### src/rtl/crfs_pkg.sv
package crfs_pkg;

    localparam int RECORD_MAX_DEF = 256;
    localparam int MAX_FIELDS_DEF = 16;
    localparam int OBUF_DEPTH     = 4;

    localparam logic [7:0] CH_CR    = 8'h0D;
    localparam logic [7:0] CH_LF    = 8'h0A;
    localparam logic [7:0] CH_TAB   = 8'h09;
    localparam logic [7:0] CH_SLASH = 8'h2F;
    localparam logic [7:0] CH_SEMI  = 8'h3B;
    localparam logic [7:0] CH_QUOTE = 8'h22;
    localparam logic [7:0] CH_COMMA = 8'h2C;
    localparam logic [7:0] CH_SPACE = 8'h20;

    typedef enum logic [1:0] {
        KIND_BYTE  = 2'd0,
        KIND_OPEN  = 2'd1,
        KIND_QUOTE = 2'd2,
        KIND_END   = 2'd3
    } t_kind;

    typedef struct packed {
        t_kind       kind;
        logic [7:0]  out_char;
        logic [3:0]  field_number;
        logic [4:0]  field_count;
        logic        too_many_fields;
        logic        last;
    } t_result;

    typedef struct packed {
        logic [1:0] n;
        t_result    e0;
        t_result    e1;
    } t_push;

endpackage

### src/rtl/csv_record_field_splitter_unit.sv
// output: each result is registered into the result queue as its input beat is accepted
// throughput: one input beat per cycle while the 4-entry result queue, which sets how far
// input runs ahead, has room for two; a byte that fills a record can give two results
// reset: synchronous, active low; clears the record state and empties the result queue
module csv_record_field_splitter_unit
    import crfs_pkg::*;
#(
    parameter int RECORD_MAX = RECORD_MAX_DEF,
    parameter int MAX_FIELDS = MAX_FIELDS_DEF
) (
    input  logic       i_clk,
    input  logic       i_rst_n,
    input  logic       i_in_valid,
    output logic       o_in_ready,
    input  logic [7:0] i_in_char,
    input  logic       i_end_of_input,
    output logic       o_out_valid,
    input  logic       i_out_ready,
    output logic [1:0] o_kind,
    output logic [7:0] o_out_char,
    output logic [3:0] o_field_number,
    output logic [4:0] o_field_count,
    output logic       o_too_many_fields,
    output logic       o_last
);

    logic    accept;
    t_push   push;
    t_result res;

    assign accept = i_in_valid && o_in_ready;

    crfs_core #(
        .RECORD_MAX (RECORD_MAX),
        .MAX_FIELDS (MAX_FIELDS)
    ) u_core (
        .i_clk          (i_clk),
        .i_rst_n        (i_rst_n),
        .i_accept       (accept),
        .i_in_char      (i_in_char),
        .i_end_of_input (i_end_of_input),
        .o_push         (push)
    );

    crfs_obuf u_obuf (
        .i_clk   (i_clk),
        .i_rst_n (i_rst_n),
        .i_push  (push),
        .o_room  (o_in_ready),
        .o_valid (o_out_valid),
        .i_ready (i_out_ready),
        .o_res   (res)
    );

    assign o_kind            = res.kind;
    assign o_out_char        = res.out_char;
    assign o_field_number    = res.field_number;
    assign o_field_count     = res.field_count;
    assign o_too_many_fields = res.too_many_fields;
    assign o_last            = res.last;

`ifndef NO_ASSERTIONS
    a_end_is_last: assert property (@(posedge i_clk) disable iff (!i_rst_n)
        o_out_valid && o_kind == KIND_END |-> o_last)
        else $error("record end beat without last");

    a_open_counts: assert property (@(posedge i_clk) disable iff (!i_rst_n)
        o_out_valid && (o_kind == KIND_OPEN || o_kind == KIND_QUOTE) |-> o_field_count != 5'd0)
        else $error("field opened with zero field count");

    a_stall_has_data: assert property (@(posedge i_clk) disable iff (!i_rst_n)
        !o_in_ready |-> o_out_valid)
        else $error("input stalled with empty result queue");

    a_push_fits: assert property (@(posedge i_clk) disable iff (!i_rst_n)
        push.n != 2'd0 |-> o_in_ready)
        else $error("results pushed without queue room");
`endif

endmodule

### src/rtl/crfs_core.sv
module crfs_core
    import crfs_pkg::*;
#(
    parameter int RECORD_MAX = RECORD_MAX_DEF,
    parameter int MAX_FIELDS = MAX_FIELDS_DEF
) (
    input  logic       i_clk,
    input  logic       i_rst_n,
    input  logic       i_accept,
    input  logic [7:0] i_in_char,
    input  logic       i_end_of_input,
    output t_push      o_push
);

    localparam int KW = $clog2(RECORD_MAX);
    localparam int OW = $clog2(MAX_FIELDS + 1);
    localparam int EW = (OW > 5) ? OW : 5;

    typedef enum logic [3:0] {
        PH_WAIT   = 4'b0001,
        PH_QUOTED = 4'b0010,
        PH_CLOSED = 4'b0100,
        PH_PLAIN  = 4'b1000
    } t_phase;

    logic [KW-1:0] r_kept,    n_kept;
    logic          r_armed,   n_armed;
    logic          r_comment, n_comment;
    t_phase        r_phase,   n_phase;
    logic [OW-1:0] r_open,    n_open;
    logic          r_ovf,     n_ovf;

    logic          fld_v;
    logic          end_v;
    logic          clr;
    logic          open_try;
    t_kind         fld_kind;
    logic [7:0]    fld_char;
    logic [KW:0]   kept_next;
    logic [EW-1:0] open_ext;
    logic [EW-1:0] open_dec;
    logic [4:0]    fc;
    logic [3:0]    fn;
    t_result       fld_res;
    t_result       end_res;

    always_comb begin
        n_kept    = r_kept;
        n_armed   = r_armed;
        n_comment = r_comment;
        n_phase   = r_phase;
        n_open    = r_open;
        n_ovf     = r_ovf;
        fld_v     = 1'b0;
        end_v     = 1'b0;
        clr       = 1'b0;
        open_try  = 1'b0;
        fld_kind  = KIND_BYTE;
        fld_char  = 8'd0;
        kept_next = {1'b0, r_kept} + {{KW{1'b0}}, 1'b1};

        priority if (i_end_of_input) begin
            end_v = (r_kept != '0);
            clr   = 1'b1;
        end else if (i_in_char == CH_CR || i_in_char == CH_LF || i_in_char == CH_TAB) begin
            n_comment = 1'b0;
        end else if (r_comment) begin
            n_comment = 1'b1;
        end else if (i_in_char == CH_SLASH) begin
            if (r_armed) begin
                n_armed   = 1'b0;
                n_comment = 1'b1;
            end else begin
                n_armed = 1'b1;
            end
        end else if (i_in_char == CH_SEMI) begin
            end_v = (r_kept != '0);
            clr   = 1'b1;
        end else begin
            unique case (r_phase)
                PH_WAIT: begin
                    if (i_in_char == CH_QUOTE) begin
                        n_phase  = PH_QUOTED;
                        open_try = 1'b1;
                        fld_kind = KIND_QUOTE;
                    end else if (i_in_char != CH_SPACE) begin
                        n_phase  = PH_PLAIN;
                        open_try = 1'b1;
                        fld_kind = KIND_OPEN;
                        fld_char = i_in_char;
                    end
                end
                PH_QUOTED: begin
                    if (i_in_char == CH_QUOTE) begin
                        n_phase = PH_CLOSED;
                    end else begin
                        fld_v    = !r_ovf;
                        fld_char = i_in_char;
                    end
                end
                PH_CLOSED: begin
                    if (i_in_char == CH_COMMA) begin
                        n_phase = PH_WAIT;
                    end
                end
                PH_PLAIN: begin
                    if (i_in_char == CH_COMMA) begin
                        n_phase = PH_WAIT;
                    end else begin
                        fld_v    = !r_ovf;
                        fld_char = i_in_char;
                    end
                end
                default: begin
                    n_phase = PH_WAIT;
                end
            endcase
            if (open_try) begin
                if (r_ovf || r_open >= OW'(MAX_FIELDS)) begin
                    n_ovf = 1'b1;
                end else begin
                    n_open = r_open + OW'(1);
                    fld_v  = 1'b1;
                end
            end
            if (kept_next == (KW+1)'(RECORD_MAX)) begin
                end_v = 1'b1;
                clr   = 1'b1;
            end else begin
                n_kept = kept_next[KW-1:0];
            end
        end

        // result fields use the field state before the record is cleared
        open_ext = EW'(n_open);
        open_dec = open_ext - EW'(1);
        fc       = (open_ext > EW'(31)) ? 5'd31 : open_ext[4:0];
        fn       = (open_ext == '0) ? 4'd0 : open_dec[3:0];

        fld_res.kind            = fld_kind;
        fld_res.out_char        = fld_char;
        fld_res.field_number    = fn;
        fld_res.field_count     = fc;
        fld_res.too_many_fields = n_ovf;
        fld_res.last            = !end_v;

        end_res.kind            = KIND_END;
        end_res.out_char        = 8'd0;
        end_res.field_number    = fn;
        end_res.field_count     = fc;
        end_res.too_many_fields = n_ovf;
        end_res.last            = 1'b1;

        o_push.n  = i_accept ? ({1'b0, fld_v} + {1'b0, end_v}) : 2'd0;
        o_push.e0 = fld_v ? fld_res : end_res;
        o_push.e1 = end_res;

        if (clr) begin
            n_kept    = '0;
            n_armed   = 1'b0;
            n_comment = 1'b0;
            n_phase   = PH_WAIT;
            n_open    = '0;
            n_ovf     = 1'b0;
        end
    end

    always_ff @(posedge i_clk) begin
        if (!i_rst_n) begin
            r_kept    <= '0;
            r_armed   <= 1'b0;
            r_comment <= 1'b0;
            r_phase   <= PH_WAIT;
            r_open    <= '0;
            r_ovf     <= 1'b0;
        end else if (i_accept) begin
            r_kept    <= n_kept;
            r_armed   <= n_armed;
            r_comment <= n_comment;
            r_phase   <= n_phase;
            r_open    <= n_open;
            r_ovf     <= n_ovf;
        end
    end

endmodule

### src/rtl/crfs_obuf.sv
module crfs_obuf
    import crfs_pkg::*;
(
    input  logic    i_clk,
    input  logic    i_rst_n,
    input  t_push   i_push,
    output logic    o_room,
    output logic    o_valid,
    input  logic    i_ready,
    output t_result o_res
);

    localparam int PW = $clog2(OBUF_DEPTH);
    localparam int CW = $clog2(OBUF_DEPTH + 1);

    t_result       r_mem [OBUF_DEPTH];
    logic [PW-1:0] r_wp, n_wp;
    logic [PW-1:0] r_rp, n_rp;
    logic [CW-1:0] r_count, n_count;
    logic          pop;
    logic [PW-1:0] wp1;

    assign pop     = o_valid && i_ready;
    assign wp1     = r_wp + PW'(1);
    assign o_valid = (r_count != '0);
    assign o_room  = (r_count <= CW'(OBUF_DEPTH - 2));
    assign o_res   = r_mem[r_rp];

    always_comb begin
        n_wp    = r_wp + PW'(i_push.n);
        n_rp    = pop ? (r_rp + PW'(1)) : r_rp;
        n_count = r_count + CW'(i_push.n) - CW'(pop);
    end

    always_ff @(posedge i_clk) begin
        if (i_push.n != 2'd0) begin
            r_mem[r_wp] <= i_push.e0;
        end
        if (i_push.n == 2'd2) begin
            r_mem[wp1] <= i_push.e1;
        end
    end

    always_ff @(posedge i_clk) begin
        if (!i_rst_n) begin
            r_wp    <= '0;
            r_rp    <= '0;
            r_count <= '0;
        end else begin
            r_wp    <= n_wp;
            r_rp    <= n_rp;
            r_count <= n_count;
        end
    end

endmodule

### config.mk
export PLATFORM = sky130hd
export DESIGN_NAME = csv_record_field_splitter_unit
export DESIGN_NICKNAME = d
export VERILOG_FILES = /design/src/rtl/crfs_pkg.sv /design/src/rtl/csv_record_field_splitter_unit.sv /design/src/rtl/crfs_core.sv /design/src/rtl/crfs_obuf.sv
export SDC_FILE = /design/constraint.sdc
export NUM_CORES = 1
export LEC_CHECK = 0
export BUFFER_PORTS_ARGS = -buffer_cell sky130_fd_sc_hd__buf_2
export CAP_MARGIN = 20
export CORE_MARGIN = 2
export CORE_UTILIZATION = 53
export DETAILED_ROUTE_END_ITERATION = 8
export GPL_ROUTABILITY_DRIVEN = 0
export PLACE_DENSITY_LB_ADDON = 0.08
export SLEW_MARGIN = 20
export SYNTH_ARGS = -nofsm -noshare
export SYNTH_HDL_FRONTEND = slang
export SYNTH_HIERARCHICAL = 1
export SYNTH_SLANG_ARGS = --single-unit
### constraint.sdc
create_clock -name i_clk -period 6.5 [get_ports i_clk]
set_input_delay 0.65 -clock i_clk [delete_from_list [all_inputs] [get_ports i_clk]]
set_output_delay 0.65 -clock i_clk [all_outputs]
set_load 0.02 [all_outputs]
; Word level (Yosys, flattened, before mapping)
; Memory sizes are Yosys's and may differ from the RTL's. A register that Yosys moved wholly into a read port is not among the register bits.
; Cells that the tools add are included.
[totals]
ff_bits = 27
latchBits = 0
ram_bits = 84
romBits = 0
in_bits = 13
out_inout_bits = 23
elab_cells = 165
memories = 1
[classes]
addsub = 9
n_mul = 0
n_div = 0
magnitude_cmp = 3
n_eq_ne = 23
shift = 0
mux = 103
bitwise = 0
reduce_logical = 17
[mem_list]
columns = memory, depth, width, rd, rd_clocked_by_memory_dff, wr, line_no
row1 = u_obuf.r_mem, 4, 21, 1, 1, 2, crfs_obuf.sv:16  ; t_result r_mem [OBUF_DEPTH];
[op_table]
columns = cell, n
row1 = $mux W8, 16
row2 = $mux W1, 53
row3 = $mux W5, 9
row4 = $mux W4, 11
row5 = $eq A8 B6 Y1 const B, 4
row6 = $eq A8 B4 Y1 const B, 3
row7 = $pmux W8 S3, 1
row8 = $mux W21, 1
row9 = $mux W2, 10
row10 = $pmux W4 S3, 1
row11 = $ne A2 B1 Y1 const B, 5
row12 = $add A8 B1 Y9 const B, 1
row13 = $eq A9 B9 Y1 const B, 1
row14 = $reduce_and A9 Y1, 1
row15 = $ne A8 B6 Y1 const B, 1
row16 = $reduce_bool A8 Y1, 1
row17 = $reduce_and A7 Y1, 1
row18 = $ne A3 B1 Y1 const B, 2
row19 = $add A5 B1 Y5 const B, 1
row20 = $ge A5 B5 Y1 const B, 1
row21 = $gt A5 B5 Y1 const B, 1
row22 = $logic_not A5 Y1, 1
row23 = $reduce_and A5 Y1, 1
row24 = $add A2 B1 Y2 const B, 2
row25 = 21 further kinds, 26

; Logic depth before layout (Yosys ltp)
[depth]
depth_word = 20
depth_mapped = 16
ltp_nobuf = 13

; By module
; Netlist, hierarchy kept.
[by_module_without_submodules]
columns = module, n_inst, cells_each, area_each_um2, seq_area_each_um2
row1 = crfs_obuf, 1, 251, 4748.3, 2702.6
row2 = crfs_core, 1, 266, 2047.0, 400.4
row3 = csv_record_field_splitter_unit, 1, 1, 6.3, 0.0

; Least setup slack after synthesis
; No wires, ideal clock.
[synth_timing]
kind = in2reg
start = input i_in_char[1]
end = memory u_obuf/r_mem[0][0] (netlist bit) (enable)
setup_time_ns = 0.432
arrival_time_ns = 4.434
required_ns = 6.068
slack_ns = 1.634
path_stages = 10
n_path_buf = 1
path_cell_list = or4_2 -> or2_2 -> o21ai_0 -> a211o_1 -> a21oi_1 -> buf_2 -> ha_1 -> and2_1 -> nor2_1 -> o31ai_1
[synth_lines]
columns = element, line_no
row1 = "start, declared", csv_record_field_splitter_unit.sv:15  ; input logic [7:0] i_in_char,
row2 = "end, declared", crfs_obuf.sv:16

==> impl_results.html <==
<table>
<tr><th>Metric</th><th>Value</th></tr>
<tr><th colspan="2">Detailed routing</th></tr>
<tr><td>Number of DRC markers after the initial detailed-route iteration</td><td>282</td></tr>
<tr><td>Count of unresolved DRC violations after routing</td><td>0</td></tr>
<tr><td>Post-DRT Antenna Nets</td><td>0</td></tr>
<tr><td>Number of search-and-repair iterations in the first detailed-routing pass</td><td>4</td></tr>
<tr><td>Detail-routed net length per standard cell</td><td>18.94 um</td></tr>
<tr><td>Vias per cell</td><td>5.762</td></tr>
<tr><td>Routed wire length</td><td>13770 um</td></tr>
<tr><td>Number of vias after detailed routing</td><td>4189</td></tr>
<tr><th colspan="2">Synth</th></tr>
<tr><td>Per-instance average area after synthesis</td><td>13.13 um^2</td></tr>
<tr><td>Mapped Area</td><td>6802 um^2</td></tr>
<tr><td>Top post-synthesis cells by area</td><td>edfxtp_1 37%, mux2_4 8.6%, dfxtp_1 8.5%</td></tr>
<tr><td>Most used standard cell by instance count after synthesis</td><td>edfxtp_1</td></tr>
<tr><td>Count of flip-flops with a built-in enable after synthesis</td><td>84</td></tr>
<tr><td>Synth top area share</td><td>37.09%</td></tr>
<tr><td>Largest area contributor in the synthesized netlist</td><td>edfxtp_1</td></tr>
<tr><td>Sequential share of the synthesized area</td><td>45.62%</td></tr>
<tr><td>Ys flop type</td><td>edfxtp_1</td></tr>
<tr><td>#FFs+latches synth</td><td>113</td></tr>
<tr><td>Number of distinct library cell variants in the gate-level netlist after synthesis</td><td>75</td></tr>
<tr><td>Number of instances in the synthesized netlist</td><td>518</td></tr>
<tr><td>Yosys warns</td><td>6</td></tr>
<tr><td>Cell types with the highest counts after synthesis</td><td>84 x edfxtp_1, 46 x mux2_2, 39 x mux2_4</td></tr>
<tr><td>Share of flip-flops with an asynchronous set or reset after synthesis</td><td>0%</td></tr>
<tr><th colspan="2">Power and ir drop</th></tr>
<tr><td>Total power</td><td>2569 uW</td></tr>
<tr><td>Power per cell area</td><td>338.6 nW/um^2</td></tr>
<tr><td>LEAKAGE</td><td>0.002802 uW</td></tr>
<tr><td>Max VDD drop</td><td>0.1884 mV</td></tr>
<tr><th colspan="2">STA</th></tr>
<tr><td>RSZ-0062 raised after global routing</td><td>false</td></tr>
<tr><td>Fin crit share</td><td>72.34%</td></tr>
<tr><td>Final count of negative-setup-slack endpoints</td><td>0</td></tr>
<tr><td>Setup Skew</td><td>0.009082 ns</td></tr>
<tr><td>Tmin final</td><td>4.702 ns</td></tr>
<tr><td>Hold Fails Final Rpt</td><td>0</td></tr>
<tr><td>Tightest Pin Transition</td><td>0.9329 ns</td></tr>
<tr><td>Count of final max-slew check failures</td><td>0</td></tr>
<tr><td>Worst relative slew slack</td><td>37.80%</td></tr>
<tr><td>Final TNS setup</td><td>0 ns</td></tr>
<tr><td>Highest attainable clock frequency</td><td>212.7 MHz</td></tr>
<tr><th colspan="2">Clock tree</th></tr>
<tr><td>CTS Hold Bufs</td><td>0</td></tr>
<tr><td>CTS H-Tree Depth</td><td>4</td></tr>
<tr><td>Clock insertion delay at the later pin of the skew report</td><td>0.41 ns</td></tr>
<tr><td>TritonCTS Sinks</td><td>113</td></tr>
<tr><td>Worst-case clock buffer depth</td><td>2</td></tr>
<tr><td>CTS-repair resized insts</td><td>0</td></tr>
<tr><td>Clock input transition at the sequential cells of the worst setup and hold paths</td><td>0.05 ns</td></tr>
<tr><td>Clock tree from TritonCTS</td><td>built</td></tr>
<tr><td>Buffer count from post-CTS setup fixing</td><td>0</td></tr>
<tr><td>Inserted Clock Buffers</td><td>17</td></tr>
<tr><td>Cell at the root of the clock tree</td><td>clkbuf_16</td></tr>
<tr><th colspan="2">GRT</th></tr>
<tr><td>Initial antenna violation count</td><td>0</td></tr>
<tr><td>Maximum number of pins on one net before global-route repair</td><td>23</td></tr>
<tr><td>Via count of the first global-routing pass</td><td>4228</td></tr>
<tr><td>Leftover overflow at the end of global routing</td><td>0</td></tr>
<tr><td>GR Util All Layers</td><td>21.31%</td></tr>
<tr><td>Global-route wire length before repair</td><td>21800 um</td></tr>
<tr><th colspan="2">Worst setup path</th></tr>
<tr><td>Critical path cell sequence</td><td>nor4b_4 -&gt; o21ai_0 -&gt; or2_2 -&gt; a21oi_1 -&gt; ha_1 -&gt; inv_1 -&gt; nor2_1 -&gt; and4bb_4 -&gt; a21o_1</td></tr>
<tr><td>Required time at the worst-slack endpoint</td><td>6.52 ns</td></tr>
<tr><td>Setup Crit Path Kind</td><td>reg2reg</td></tr>
<tr><td>Arrival @ worst endpoint</td><td>4.73 ns</td></tr>
<tr><td>Slowest stage cell, crit path</td><td>a21o_1</td></tr>
<tr><td>CP max FO</td><td>22</td></tr>
<tr><td>Capturing element type of the critical path</td><td>flop</td></tr>
<tr><td>CP Launch Type</td><td>flop</td></tr>
<tr><td>Highest cell delay on the worst timing path</td><td>0.76 ns</td></tr>
<tr><th colspan="2">Cells and area</th></tr>
<tr><td>Utilization after layout</td><td>60.37%</td></tr>
<tr><td>Area delta synth-&gt;final</td><td>11.55%</td></tr>
<tr><td>Nets</td><td>567</td></tr>
<tr><td>Antenna cell count</td><td>0</td></tr>
<tr><td>Count of placed standard cells in the final layout, fillers left out</td><td>727</td></tr>
<tr><td>Number of fill cells</td><td>987</td></tr>
<tr><td>Post-route cell area</td><td>7587 um^2</td></tr>
<tr><td>Layout cells sized above 1</td><td>37.48%</td></tr>
<tr><th colspan="2">Run status</th></tr>
<tr><td>Result of the run</td><td>finished clean</td></tr>
<tr><th colspan="2">Die</th></tr>
<tr><td>Placeable core region</td><td>12570 um^2</td></tr>
<tr><td>Die area</td><td>13760 um^2</td></tr>
<tr><td>Standard-cell row count</td><td>41</td></tr>
<tr><td>I/O pins</td><td>36</td></tr>
<tr><td>Die width</td><td>117.3 um</td></tr>
<tr><td>Die Height</td><td>117.3 um</td></tr>
<tr><td>Initial Utilization</td><td>54.12%</td></tr>
<tr><th colspan="2">Hold path</th></tr>
<tr><td>Hold crit path type</td><td>reg2reg</td></tr>
<tr><th colspan="2">Placement</th></tr>
<tr><td>Number of input and output port buffers inserted</td><td>35</td></tr>
<tr><td>DP Wirelength</td><td>9195 um</td></tr>
<tr><td>Area after DPL</td><td>6964 um^2</td></tr>
<tr><td>DP Cell Count</td><td>696</td></tr>
<tr><th colspan="2">Flow run</th></tr>
<tr><td>Maxcap violations</td><td>0</td></tr>
</table>
## area by class of cell
cell class	count	area (um^2)	share of cell area [%]
clock inverters	13	192.7	2.540
inverters	17	63.81	0.8410
repair buffers	42	231.5	3.051
flip-flops and latches	113	3104	40.91
well taps	172	215.2	2.836
clock buffers	18	429.2	5.656
multi-input cells	352	3351	44.16
## path summary, 6_finish.rpt
check,slack (ns),cells after the start,from,to
max,1.80,9,u_core/r_phase[0]$_SDFFE_PN1P_,u_obuf/r_mem[2][13]$_DFFE_PP_
min,0.49,2,u_obuf/r_rp[1]$_SDFFE_PN0P_,flop
max reg2reg,1.80,9,u_core/r_phase[0]$_SDFFE_PN1P_,u_obuf/r_mem[2][13]$_DFFE_PP_
min reg2reg,0.49,2,u_obuf/r_rp[1]$_SDFFE_PN0P_,flop
## logic make-up after synthesis
kind of cell | count (synthesis) | share of synthesized area (%)
multiplexers | 117 | 24.82
adder cells (fa/ha/maj) | 11 | 2.134
AO/OA/AOI/OAI | 64 | 6.567
flip-flops | 113 | 45.62
XOR/XNOR | 10 | 1.968
buffers and inverters | 62 | 5.887
AND/OR/NAND/NOR | 139 | 12.90
other | 2 | 0.1104
## layer usage
metal,vias up,wire length [um],GRT usage (%)
met5,-,0,0
li1,2008,-,-
met4,0,240,8.784
met3,21,511,5.252
met2,90,6728,35.10
met1,2070,6288,26.96
## critical path: cells and delay by family (launching register included)
kind | cells | cell delay (ns)
buffers and inverters | 1 | 0.08
AOI/OAI and AO/OA | 3 | 1.57
adders and majority gates | 1 | 0.25
DFF | 1 | 0.44
and+or+nand+nor | 4 | 1.96
## layout by cell type, fill, tap and decap left out, types with 9 or more instances in the layout
master     Yosys  layout
ha_1          10      10
mux2i_1       10      10
conb_1         2      11
dfxtp_1       29      28
inv_1         17      17
mux4_2        21      21
nand3_1        9       9
edfxtp_1      84      84
buf_2          4      35
nand2_1       26      26
and2_1        13      13
clkbuf_16      0      17
o21ai_0       13      13
a21oi_1       15      15
mux2_4        39      39
nor3_1        13      13
nor2_1        13      12
mux2_2        46      46
## flip-flops by register name, indices dropped and copies added (netlist names), 2 cells and up, named ones only
register        flops
u_obuf/r_mem       84
u_core/r_kept       8
u_core/r_open       5
u_core/r_phase      4
u_obuf/r_count      3
u_obuf/r_rp         2
u_obuf/r_wp         2
## metrics by stage
step / hold WS (ns) / setup WS [ns]
global placement: 0.4604 / 1.612
global route: 0.5355 / 1.380
floorplan: 0.4489 / 1.634
detailed placement: 0.4769 / 1.427
finish: 0.4885 / 1.798
CTS: 0.4910 / 1.751
## report_power, final
group	switching (uW)	total, uW	internal, uW
sequential	45.0	913	868
clock	309	980	671
combinational	360	676	316
(Power assumes the default switching activity.)
